==> src/rtl/cttk_pkg.sv <==
// Shared types, character constants and classification functions of the config text tokenizer.
package cttk_pkg;

	typedef enum logic [2:0] {
		MODE_IDLE    = 3'd0,
		MODE_SECDOT  = 3'd1,
		MODE_SECTION = 3'd2,
		MODE_IDENT   = 3'd3,
		MODE_NUMBER  = 3'd4,
		MODE_STRING  = 3'd5,
		MODE_DEAD    = 3'd6
	} mode_t;

	typedef enum logic [3:0] {
		K_SECTION = 4'd0,
		K_IDENT   = 4'd1,
		K_TRUE    = 4'd2,
		K_FALSE   = 4'd3,
		K_INT     = 4'd4,
		K_FLOAT   = 4'd5,
		K_STRING  = 4'd6,
		K_COMMA   = 4'd7,
		K_OPEN    = 4'd8,
		K_CLOSE   = 4'd9,
		K_ERROR   = 4'd10
	} kind_t;

	localparam logic [7:0] CH_DOT    = 8'h2E;
	localparam logic [7:0] CH_COMMA  = 8'h2C;
	localparam logic [7:0] CH_LBRACE = 8'h7B;
	localparam logic [7:0] CH_RBRACE = 8'h7D;
	localparam logic [7:0] CH_QUOTE  = 8'h27;
	localparam logic [7:0] CH_PLUS   = 8'h2B;
	localparam logic [7:0] CH_MINUS  = 8'h2D;
	localparam logic [7:0] CH_UNDER  = 8'h5F;
	localparam logic [7:0] CH_NL     = 8'h0A;
	localparam logic [7:0] CH_SPACE  = 8'h20;

	// Keyword prefix tracker: 1..4 walk through "true", 5..9 through "false".
	localparam logic [3:0] KW_NONE   = 4'd0;
	localparam logic [3:0] KW_T      = 4'd1;
	localparam logic [3:0] KW_TRUE   = 4'd4;
	localparam logic [3:0] KW_F      = 4'd5;
	localparam logic [3:0] KW_FALSE  = 4'd9;

	function automatic logic is_alpha(input logic [7:0] c);
		return (c >= "a" && c <= "z") || (c >= "A" && c <= "Z");
	endfunction

	function automatic logic is_digit(input logic [7:0] c);
		return c >= "0" && c <= "9";
	endfunction

	function automatic logic is_space(input logic [7:0] c);
		return c == CH_SPACE || (c >= 8'd9 && c <= 8'd13);
	endfunction

	function automatic logic is_punct(input logic [7:0] c);
		return c == CH_COMMA || c == CH_LBRACE || c == CH_RBRACE;
	endfunction

	function automatic logic is_idch(input logic [7:0] c);
		return c == CH_UNDER || is_alpha(c) || is_digit(c);
	endfunction

	function automatic kind_t punct_kind(input logic [7:0] c);
		kind_t k;
		if (c == CH_COMMA) begin
			k = K_COMMA;
		end else if (c == CH_LBRACE) begin
			k = K_OPEN;
		end else begin
			k = K_CLOSE;
		end
		return k;
	endfunction

	function automatic logic [3:0] kw_next(input logic [3:0] m, input logic [7:0] c);
		logic [7:0] want;
		logic       valid;
		valid = 1'b1;
		want  = "r";
		case (m)
			4'd1: want = "r";
			4'd2: want = "u";
			4'd3: want = "e";
			4'd5: want = "a";
			4'd6: want = "l";
			4'd7: want = "s";
			4'd8: want = "e";
			default: valid = 1'b0;
		endcase
		return (valid && c == want) ? m + 4'd1 : KW_NONE;
	endfunction

	function automatic kind_t pending_kind(input mode_t mode, input logic dot,
		input logic [3:0] kw);
		kind_t k;
		if (mode == MODE_SECTION) begin
			k = K_SECTION;
		end else if (mode == MODE_NUMBER) begin
			k = dot ? K_FLOAT : K_INT;
		end else if (kw == KW_TRUE) begin
			k = K_TRUE;
		end else if (kw == KW_FALSE) begin
			k = K_FALSE;
		end else begin
			k = K_IDENT;
		end
		return k;
	endfunction

endpackage

==> src/rtl/cttk_lexer.sv <==
// Input register and per-byte scanner state machine producing up to two tokens per byte.
module cttk_lexer import cttk_pkg::*; #(
	parameter int OW = 16,
	parameter int EW = 4 + 2 * OW + 1
) (
	input  logic          clk,
	input  logic          arst_n,
	input  logic          in_valid,
	output logic          in_ready,
	input  logic [7:0]    ch,
	input  logic          end_of_text,
	input  logic          room,
	output logic [1:0]    push_count,
	output logic [EW-1:0] push_e0,
	output logic [EW-1:0] push_e1
);

	logic          valid_s1;
	logic [7:0]    ch_s1;
	logic          eot_s1;
	logic          advance;

	mode_t         mode_q, mode_d;
	logic          dot_q, dot_d;
	logic [3:0]    kw_q, kw_d;
	logic [OW-1:0] pos_q, pos_d;
	logic [OW-1:0] tb_q, tb_d;

	logic [OW:0]   thru_full;
	logic [OW-1:0] thru;
	logic [OW-1:0] plen;
	logic [OW-1:0] one;
	logic [1:0]    n;
	kind_t         k0, k1;
	logic [OW-1:0] s0, s1, l0, l1;

	assign advance  = valid_s1 && room;
	assign in_ready = !valid_s1 || room;
	assign one      = {{(OW-1){1'b0}}, 1'b1};

	always_ff @(posedge clk or negedge arst_n) begin
		if (!arst_n) begin
			valid_s1 <= 1'b0;
		end else if (in_valid && in_ready) begin
			valid_s1 <= 1'b1;
		end else if (advance) begin
			valid_s1 <= 1'b0;
		end
	end

	always_ff @(posedge clk) begin
		if (in_valid && in_ready) begin
			ch_s1  <= ch;
			eot_s1 <= end_of_text;
		end
	end

	// Length through the current byte, saturated at the top offset.
	assign thru_full = {1'b0, pos_q} + {{OW{1'b0}}, 1'b1} - {1'b0, tb_q};
	assign plen      = pos_q - tb_q;

	always_comb begin
		mode_d = mode_q;
		dot_d  = dot_q;
		kw_d   = kw_q;
		tb_d   = tb_q;
		pos_d  = (pos_q == {OW{1'b1}}) ? pos_q : pos_q + one;
		if (mode_q == MODE_IDLE) begin
			thru = one;
		end else begin
			thru = thru_full[OW] ? {OW{1'b1}} : thru_full[OW-1:0];
		end
		n  = 2'd0;
		k0 = K_ERROR;
		s0 = tb_q;
		l0 = thru;
		k1 = punct_kind(ch_s1);
		s1 = pos_q;
		l1 = one;

		case (mode_q)
			MODE_IDLE: begin
				tb_d = pos_q;
				if (ch_s1 == CH_DOT) begin
					mode_d = MODE_SECDOT;
				end else if (is_alpha(ch_s1)) begin
					mode_d = MODE_IDENT;
					kw_d   = (ch_s1 == "t") ? KW_T : (ch_s1 == "f") ? KW_F : KW_NONE;
				end else if (ch_s1 == CH_PLUS || ch_s1 == CH_MINUS || is_digit(ch_s1)) begin
					mode_d = MODE_NUMBER;
					dot_d  = 1'b0;
				end else if (ch_s1 == CH_QUOTE) begin
					mode_d = MODE_STRING;
				end else if (is_punct(ch_s1)) begin
					n  = 2'd1;
					k0 = punct_kind(ch_s1);
					s0 = pos_q;
					l0 = one;
				end else if (!is_space(ch_s1)) begin
					n      = 2'd1;
					k0     = K_ERROR;
					s0     = pos_q;
					l0     = one;
					mode_d = MODE_DEAD;
				end
			end
			MODE_SECDOT: begin
				if (is_alpha(ch_s1)) begin
					mode_d = MODE_SECTION;
				end else begin
					n      = 2'd1;
					mode_d = MODE_DEAD;
				end
			end
			MODE_SECTION, MODE_IDENT, MODE_NUMBER: begin
				if (is_space(ch_s1) || is_punct(ch_s1)) begin
					// The pending token goes out first, then the punctuation itself.
					n      = is_punct(ch_s1) ? 2'd2 : 2'd1;
					k0     = pending_kind(mode_q, dot_q, kw_q);
					l0     = plen;
					mode_d = MODE_IDLE;
				end else if (mode_q == MODE_NUMBER) begin
					if (ch_s1 == CH_DOT && !dot_q) begin
						dot_d = 1'b1;
					end else if (!is_digit(ch_s1)) begin
						n      = 2'd1;
						mode_d = MODE_DEAD;
					end
				end else if (is_idch(ch_s1)) begin
					kw_d = kw_next(kw_q, ch_s1);
				end else begin
					n      = 2'd1;
					mode_d = MODE_DEAD;
				end
			end
			MODE_STRING: begin
				if (ch_s1 == CH_NL) begin
					n      = 2'd1;
					mode_d = MODE_DEAD;
				end else if (ch_s1 == CH_QUOTE) begin
					n      = 2'd1;
					k0     = K_STRING;
					mode_d = MODE_IDLE;
				end
			end
			default: begin
				mode_d = MODE_DEAD;
			end
		endcase

		// A byte that emits always leaves the name, number and string modes, so the
		// end-of-stream flush only ever lands in the first slot.
		if (eot_s1) begin
			if (mode_d == MODE_SECDOT) begin
				n  = 2'd1;
				k0 = K_ERROR;
				s0 = tb_d;
				l0 = thru;
			end else if (mode_d == MODE_STRING) begin
				n  = 2'd1;
				k0 = K_STRING;
				s0 = tb_d;
				l0 = thru;
			end else if (mode_d == MODE_SECTION || mode_d == MODE_IDENT ||
				mode_d == MODE_NUMBER) begin
				n  = 2'd1;
				k0 = pending_kind(mode_d, dot_d, kw_d);
				s0 = tb_d;
				l0 = thru;
			end
			mode_d = MODE_IDLE;
			dot_d  = 1'b0;
			kw_d   = KW_NONE;
			pos_d  = '0;
			tb_d   = '0;
		end
	end

	always_ff @(posedge clk or negedge arst_n) begin
		if (!arst_n) begin
			mode_q <= MODE_IDLE;
			dot_q  <= 1'b0;
			kw_q   <= KW_NONE;
			pos_q  <= '0;
			tb_q   <= '0;
		end else if (advance) begin
			mode_q <= mode_d;
			dot_q  <= dot_d;
			kw_q   <= kw_d;
			pos_q  <= pos_d;
			tb_q   <= tb_d;
		end
	end

	assign push_count = advance ? n : 2'd0;
	assign push_e0    = {k0, s0, l0, (n == 2'd1)};
	assign push_e1    = {k1, s1, l1, 1'b1};

endmodule

==> src/rtl/cttk_fifo.sv <==
// Four-entry result queue that takes up to two tokens per cycle and delivers one.
module cttk_fifo #(
	parameter int EW = 37
) (
	input  logic          clk,
	input  logic          arst_n,
	input  logic [1:0]    push_count,
	input  logic [EW-1:0] push_e0,
	input  logic [EW-1:0] push_e1,
	output logic          room,
	output logic          out_valid,
	input  logic          out_ready,
	output logic [EW-1:0] out_data
);

	localparam int DEPTH = 4;
	localparam int PW    = $clog2(DEPTH);

	logic [EW-1:0] mem_q [DEPTH];
	logic [PW-1:0] wr_q, rd_q;
	logic [PW:0]   count_q;
	logic          pop;

	assign out_valid = count_q != '0;
	assign pop       = out_valid && out_ready;
	// Room for a full pair regardless of whether the head leaves this cycle.
	assign room      = count_q <= (PW + 1)'(DEPTH - 2);
	assign out_data  = mem_q[rd_q];

	always_ff @(posedge clk or negedge arst_n) begin
		if (!arst_n) begin
			wr_q    <= '0;
			rd_q    <= '0;
			count_q <= '0;
		end else begin
			wr_q    <= wr_q + PW'(push_count);
			rd_q    <= rd_q + PW'(pop);
			count_q <= count_q + (PW + 1)'(push_count) - (PW + 1)'(pop);
		end
	end

	always_ff @(posedge clk) begin
		if (push_count != 2'd0) begin
			mem_q[wr_q] <= push_e0;
		end
		if (push_count == 2'd2) begin
			mem_q[wr_q + PW'(1)] <= push_e1;
		end
	end

endmodule

==> src/rtl/config_text_tokenizer.sv <==
// Top level of the config text tokenizer: byte scanner followed by the result queue.
// A token's result passes the input register, then the four-entry queue, to the output.
// Throughput: one byte per cycle while the queue has room; a byte that closes a token with a
// comma or brace yields two results; the queue drains one a cycle while out_ready is high.
// Reset: arst_n clears the scanner state, the input stage and the queue at once; each
// end_of_text byte also returns the scanner to its reset state for the next stream.
module config_text_tokenizer import cttk_pkg::*; #(
	parameter int OFFSET_WIDTH = 16
) (
	input  logic                    clk,
	input  logic                    arst_n,
	input  logic                    in_valid,
	output logic                    in_ready,
	input  logic [7:0]              ch,
	input  logic                    end_of_text,
	output logic                    out_valid,
	input  logic                    out_ready,
	output logic [3:0]              kind,
	output logic [OFFSET_WIDTH-1:0] start_offset,
	output logic [OFFSET_WIDTH-1:0] token_length,
	output logic                    last_of_run
);

	localparam int EW = 4 + 2 * OFFSET_WIDTH + 1;

	logic          room;
	logic [1:0]    push_count;
	logic [EW-1:0] push_e0, push_e1, out_data;

	cttk_lexer #(.OW(OFFSET_WIDTH), .EW(EW)) u_lexer (
		.clk        (clk),
		.arst_n     (arst_n),
		.in_valid   (in_valid),
		.in_ready   (in_ready),
		.ch         (ch),
		.end_of_text(end_of_text),
		.room       (room),
		.push_count (push_count),
		.push_e0    (push_e0),
		.push_e1    (push_e1)
	);

	cttk_fifo #(.EW(EW)) u_fifo (
		.clk       (clk),
		.arst_n    (arst_n),
		.push_count(push_count),
		.push_e0   (push_e0),
		.push_e1   (push_e1),
		.room      (room),
		.out_valid (out_valid),
		.out_ready (out_ready),
		.out_data  (out_data)
	);

	assign kind         = out_data[EW-1 -: 4];
	assign start_offset = out_data[2*OFFSET_WIDTH : OFFSET_WIDTH+1];
	assign token_length = out_data[OFFSET_WIDTH : 1];
	assign last_of_run  = out_data[0];

endmodule
==> config.mk <==
export PLATFORM = sky130hd
export DESIGN_NAME = config_text_tokenizer
export DESIGN_NICKNAME = d
export VERILOG_FILES = /design/src/rtl/cttk_pkg.sv /design/src/rtl/cttk_lexer.sv /design/src/rtl/cttk_fifo.sv /design/src/rtl/config_text_tokenizer.sv
export SDC_FILE = /design/constraint.sdc
export NUM_CORES = 1
export LEC_CHECK = 0
export BUFFER_PORTS_ARGS = -buffer_cell sky130_fd_sc_hd__buf_4
export CORE_MARGIN = 5
export CORE_UTILIZATION = 30
export CTS_CLUSTER_SIZE = 14
export DETAILED_ROUTE_END_ITERATION = 16
export PLACE_DENSITY = 0.54
export SLEW_MARGIN = 0
export SYNTH_ARGS = -nofsm -noshare
export SYNTH_HDL_FRONTEND = slang
export SYNTH_HIERARCHICAL = 1
export SYNTH_SLANG_ARGS = --single-unit
export TNS_END_PERCENT = 30
==> constraint.sdc <==
create_clock -name clk -period 14.5 [get_ports clk]
set_input_delay 2.9 -clock clk [delete_from_list [all_inputs] [get_ports clk]]
set_output_delay 2.9 -clock clk [all_outputs]
set_load 0.005 [all_outputs]
==> results of run 1 <==
worst register-to-register path: cells and delay by family (launching register included):
kind	cells	cell delay, ns
compound gates	4	1.44
buf+inv	3	1.24
simple gates	5	1.85
xor+xnor	1	0.19
flops	1	0.54
worst min path at each step:
stage | start | end | slack (ns) | cells after the start
global placement | u_lexer/tb_q[6] | u_lexer/tb_q[6] | 0.51 | 2
global route | u_lexer/tb_q[15] | u_lexer/tb_q[15] | 0.58 | 2
CTS | u_lexer/tb_q[15] | u_lexer/tb_q[15] | 0.54 | 2
floorplan | u_lexer/tb_q[11] | u_lexer/tb_q[11] | 0.49 | 2
detailed placement | u_lexer/tb_q[15] | u_lexer/tb_q[15] | 0.53 | 2
finish | u_lexer/tb_q[15] | u_lexer/tb_q[15] | 0.54 | 2
power groups by stage:
| stage | Sequential (W) | Clock, W | Combinational, W |
|---|---|---|---|
| after global placement | 0.000995 | 0 | 0.00185 |
| after floorplan | 0.000931 | 0 | 0.00134 |
| after global routing | 0.00100 | 0.000606 | 0.00203 |
| after CTS | 0.000989 | 0.000582 | 0.00189 |
| after detailed placement | 0.00100 | 0 | 0.00187 |
| final | 0.000987 | 0.000563 | 0.00187 |
state kept, by name (all words and copies together) (netlist names):
name and count:
u_fifo/count_q 3, u_fifo/mem_q 148, u_fifo/rd_q 2, u_fifo/wr_q 2, u_lexer/ch_s1 8, u_lexer/dot_q 1, u_lexer/eot_s1 1, u_lexer/kw_q 4
u_lexer/mode_q 3, u_lexer/pos_q 16, u_lexer/tb_q 16, u_lexer/valid_s1 1
through the flow:
step,hold slack (ns),setup WS [ns]
after detailed placement,0.528,8.92
after global placement,0.512,8.98
final,0.536,8.91
after CTS,0.543,8.88
after global routing,0.575,8.58
after floorplan,0.493,7.94
logic make-up after synthesis:
| group | after synthesis |
|---|---|
| compound gates | 254 |
| xor+xnor | 49 |
| flops | 205 |
| buf+inv | 155 |
| other cells | 2 |
| simple gates | 294 |
| mux | 189 |
| fa+ha+maj | 56 |
cell usage in the layout, fill, tap and decap left out, types with 7 or more instances in the layout:
master / n
dfrtp_1: 46
nor3b_1: 8
nor3_1: 16
clkbuf_16: 24
a21oi_1: 52
conb_1: 17
xor2_1: 13
mux2_2: 81
nor4_1: 13
a22oi_1: 20
nor2b_1: 7
o21ai_0: 46
fa_1: 15
o2111ai_1: 16
or3_1: 8
and2_1: 8
a221oi_1: 7
buf_4: 70
o311ai_1: 16
mux4_2: 37
a31oi_1: 8
nand2_1: 82
clkinv_1: 9
nand2b_1: 12
xnor2_1: 35
edfxtp_1: 157
nand3_1: 35
ha_1: 41
nor2_1: 57
inv_1: 60
mux2_4: 68
o31ai_1: 22
routing by layer:
metal | GRT usage [%] | part of all wire, %
met5 | 0 | 0
met4 | 3.10 | 1.5
met3 | 2.01 | 4.7
met2 | 23.5 | 48
met1 | 20.1 | 46
layout make-up:
type,count,area (um^2),area share (%)
Clock buffer,27,612,3.91
Tap cell,607,759,4.85
Multi-Input combinational cell,859,7490,47.9
Sequential cell,205,5920,37.8
Clock inverter,16,113,0.720
Timing Repair Buffer,70,526,3.36
Inverter,61,229,1.46
==> reports/metrics.cfg, run 1 <==
[sta]
setup_viol = 0
fin_skew_ns = 0.0199
rsz0062_at_grt = no
fmax_mhz = 179
maxSlewViolCount = 0
finalHoldViolations = 0
tightest_slew_ns = 1.09
relSlewSlack_pct = 26.9
period_share_pct = 38.5
fin_crit_ns = 5.59
fin_tns_setup_ns = 0

[yosys]
ys_seq_area_share_pct = 42.0
ys_top_cells_by_area = edfxtp_1 33%, dfrtp_1 8.5%, mux2_4 7.2%
synth_top_family_by_area = multiplexers
synthCells = 1204
synth_compound_area_share_pct = 12.6
ys_types = 88
netlist.area_leader.share_pct = 33.5
post-synth-top-count-cell = edfxtp_1
async_flop_share_pct = 23.4
synth_xor_area_share_pct = 3.10
yosys-top-cells-count = 157 x edfxtp_1, 82 x nand2_1, 81 x mux2_2
synth-simple-area-share_pct = 10.9
syn_avg_cell_area_um2 = 11.7
ys_ff_latch = 205
syn_area_um2 = 14100
synth_top_area_cell = edfxtp_1
ys.flop_type = edfxtp_1
synth_edf_count = 157
synth_mux_area_share_pct = 19.8
yosysWarnings = 6
synth_fa_ha_area_share_pct = 5.77

[grt]
grt_pass1_vias = 9736
grt_overflow = 0
grt_use_total_pct = 14.3
grt_max_degree = 63
grt_pass1_wl_um = 57800
grt_antenna_before_repair = 0

[worst_setup_path]
cp.depth = 13
crit_family = simple AND/OR/NAND/NOR gates
r2r_end = u_fifo/mem_q[0][1]
cp-startpoint = u_lexer/ch_s1[4]
crit_path_frequent_cell = buf_4
critPathCaptureType = flop
cp_max_fo = 38
arrival_ns = 5.81
start_kind = flop
worst-r2r-setup-slack_ns = 8.91
critPathBufInv = 3
r2r_cells = 13
endpoint = u_fifo/mem_q[0][1]
path_class = reg -> reg
crit_required_ns = 14.72
r2r_start = u_lexer/ch_s1[4]
worstPathCellList = or4b_1 > nor3_4 > or3_1 > nor2_1 > a221o_1 > xnor2_2 > buf_4 > o21ai_1 > a41oi_1 > nand4b_1 > buf_4 > o31ai_4 > buf_4
cp_slowest_cell = or4b_1
slowest_delay_ns = 0.72

[clock_tree]
clkTransAtPathRegs_ns = 0.06
clk_latency_ns = 0.54
cts_setup_buffers = 0
root_buffer = clkbuf_16
cts.sinks = 205
cts_tree = built
cts_made_buffers = 24
cts_resized = 0
holdBufCountCts = 0
max-clock-path-buffers = 3
htree_levels = 1

[power]
p_int_w = 0.00203
powerDensity_nw_per_um2 = 219
pwr-share-seq_pct = 28.8
p_comb_share_pct = 54.7
report.power.total_w = 0.00342
switching_share_pct = 40.6
p_sw_w = 0.00139
vdd_drop_max_v = 0.000116
p_clk_share_pct = 16.5
p_leak_nw = 5.61

[run]
max_cap_viol_count = 0

[route]
drt-pass1-iter-count = 5
wl_per_cell_um = 20.1
via_per_inst = 5.24
drt.antenna.violating_nets = 0
vias = 9671
drcViolationCount = 0
routed_wirelength_um = 37000
drtIter0Drc = 866

[final_layout]
post_route_cells_drive_above_1_share_pct = 25.2
instances_no_fill = 1845
fillers = 4606
nets = 1290
final_core_util_pct = 33.6
area_growth_pct = 11.0
diodes = 0
final_area_um2 = 15600

[place]
place.gp.congestion = 0.882
io_buffers = 51
post-place-cells = 1802
dpl_cell_area_um2 = 14900
detailed_place_hpwl_um = 25100

[floorplan]
ioPinCount = 52
die_x_um = 227
rows = 79
die_y_um = 227
dieArea_um2 = 51400
start_util_pct = 30.3
core-area_um2 = 46600

[status]
status = complete, no violations

[hold_path]
min_path_type = reg -> reg

No activity file was read; power rests on OpenSTA's default activity.
==> run 2: changes to the inputs <==
clock period = 5.7 ns   (was 14.5 ns; I/O delays follow)
==> run 2 against run 1 <==
Net effect:
- clock skew is 0.0050 ns lower
- combinational power grew to 2.6 times the previous value
- register-to-register slack worse by 8.4 ns
- clock power grew to 2.8 times the previous value
- die area stayed put
- worst setup slack worse by 8.4 ns
- global-route usage is 0.26 points higher
- fmax is 8.1% higher
- critical path depth is 2 lower
- core utilization is 0.40 points higher
==> reports/metrics.cfg, run 2 (synthesis gave the netlist of run 1 again) <==
[status]
status = complete, no violations

[run]
max_cap_viol_count = 0

[final_layout]
regArea_um2 = 5920
largest_reg_flops = 148
largestRegisters = u_fifo/mem_q: 148 flops, u_lexer/pos_q: 16 flops, u_lexer/tb_q: 16 flops
final_cell_mix = 157 x edfxtp_1, 82 x nand2_1, 81 x mux2_2
post_route_cells_drive_above_1_share_pct = 26.0
area_growth_pct = 12.4
nets = 1300
fillers = 4553
diodes = 0
multi_input_area_um2 = 7490
final_common_cell = edfxtp_1
regMostFlops = u_fifo/mem_q
final_area_um2 = 15800

[worst_setup_path]
cp_max_fo = 22
crit_family = compound AO/OA/AOI/OAI gates
critPathBufInv = 1
path_class = reg -> reg
crit_required_ns = 5.93
worstPathCellList = or2_1 > o41ai_1 > nor2_1 > nor4_1 > a211oi_2 > xnor2_2 > o21ai_1 > a41oi_1 > nor2_1 > o21bai_4 > buf_4
start_kind = flop
crit_path_frequent_cell = nor2_1
slowest_delay_ns = 0.84
worst-r2r-setup-slack_ns = 0.53
r2r_start = u_lexer/ch_s1[0]
arrival_ns = 5.40
cp-startpoint = u_lexer/ch_s1[0]
cp_slowest_cell = o21bai_4
critPathCaptureType = flop

[power]
p_clk_share_pct = 17.6
p_leak_nw = 5.71
p_sw_w = 0.00357
p_int_w = 0.00538
p_comb_share_pct = 54.4
switching_share_pct = 39.9
powerDensity_nw_per_um2 = 565
vdd_drop_max_v = 0.000312
pwr-share-seq_pct = 27.9

[place]
detailed_place_hpwl_um = 24700
dpl_cell_area_um2 = 15000
place.gp.congestion = 0.887
io_buffers = 51

[floorplan]
dieArea_um2 = 51400
start_util_pct = 30.3
ioPinCount = 52
core-area_um2 = 46600
die_x_um = 227
die_y_um = 227
rows = 79

[grt]
grt_pass1_vias = 9895
grt_overflow = 0
grt_pass1_wl_um = 59100
grt_max_degree = 63
grt_antenna_before_repair = 0
grt_use_total_pct = 14.5

[sta]
tightest_slew_ns = 1.06
fin_tns_setup_ns = 0
maxSlewViolCount = 0
rsz0062_at_grt = no
fin_crit_ns = 5.17
setup_viol = 0
fmax_mhz = 193
timing.hold.ws_ns = 0.467
finalHoldViolations = 0
period_share_pct = 90.7
fin_skew_ns = 0.0150
relSlewSlack_pct = 29.0

[route]
vias = 9964
top_layer = met4
wl_met3_um = 1970
wl_per_cell_um = 20.4
drt.antenna.violating_nets = 0
drt-pass1-iter-count = 5
wl_met1_um = 17200
wl_met2_um = 17900
via_per_inst = 5.37
routed_wirelength_um = 37800
drcViolationCount = 0
drtIter0Drc = 865

[hold_path]
min_path_type = reg -> reg
hp-start = u_fifo/rd_q[1]

[clock_tree]
holdBufCountCts = 0
clk_latency_ns = 0.54
cts.sinks = 205
clkTransAtPathRegs_ns = 0.06
cts_tree = built
root_buffer = clkbuf_16
htree_levels = 1
cts_made_buffers = 24
cts_resized = 0
max-clock-path-buffers = 3
cts_setup_buffers = 0

run 2: area by class of cell:
class	instances	share of cell area [%]
clock buffers	30	3.94
flip-flops and latches	205	37.4
repair buffers	80	4.03
inverters	61	1.45
multi-input cells	859	47.3
well taps	607	4.80
clock inverters	12	1.11
run 2: path summary, 6_finish.rpt:
path                                            end  cells past startpoint
worst max-delay path            u_fifo/mem_q[2][33]                     11
worst min-delay path                 u_fifo/rd_q[1]                      1
worst max register to register  u_fifo/mem_q[2][33]                     11
worst min register to register       u_fifo/rd_q[1]                      1
max in group asynchronous            u_fifo/rd_q[1]                      1
min in group asynchronous           u_lexer/kw_q[3]                      1
run 2: power groups by stage:
stage / clock network [W] / registers [W] / logic [W]
finish: 0.00158 / 0.00250 / 0.00487
global placement: 0 / 0.00252 / 0.00481
detailed placement: 0 / 0.00253 / 0.00486
global route: 0.00168 / 0.00254 / 0.00528
floorplan: 0 / 0.00237 / 0.00341
CTS: 0.00162 / 0.00250 / 0.00488
run 2: worst reg2reg max path: cells and delay by family, from the launching register on:
| family | cells | cell delay, ns |
|---|---|---|
| flops | 1 | 0.61 |
| compound gates | 5 | 2.36 |
| simple gates | 4 | 1.39 |
| buf+inv | 1 | 0.36 |
| xor+xnor | 1 | 0.16 |
run 2: per-stage QoR:
stage	util, %	worst slack [ns]	std cells	total power [W]
final	34.0	0.530	1854	0.00894
after global routing	34.0	0.213	1854	0.00950
after global placement	32.3	0.720	1812	0.00734
after CTS	34.0	0.631	1854	0.00901
after floorplan	-	0.198	1219	0.00577
after detailed placement	32.3	0.670	1812	0.00739
run 2: layer usage:
layer / vias up / global-route usage (%)
li1: 4610 / -
met1: 5052 / 19.9
met2: 259 / 24.0
met3: 43 / 2.50
met4: 0 / 3.57
met5: - / 0
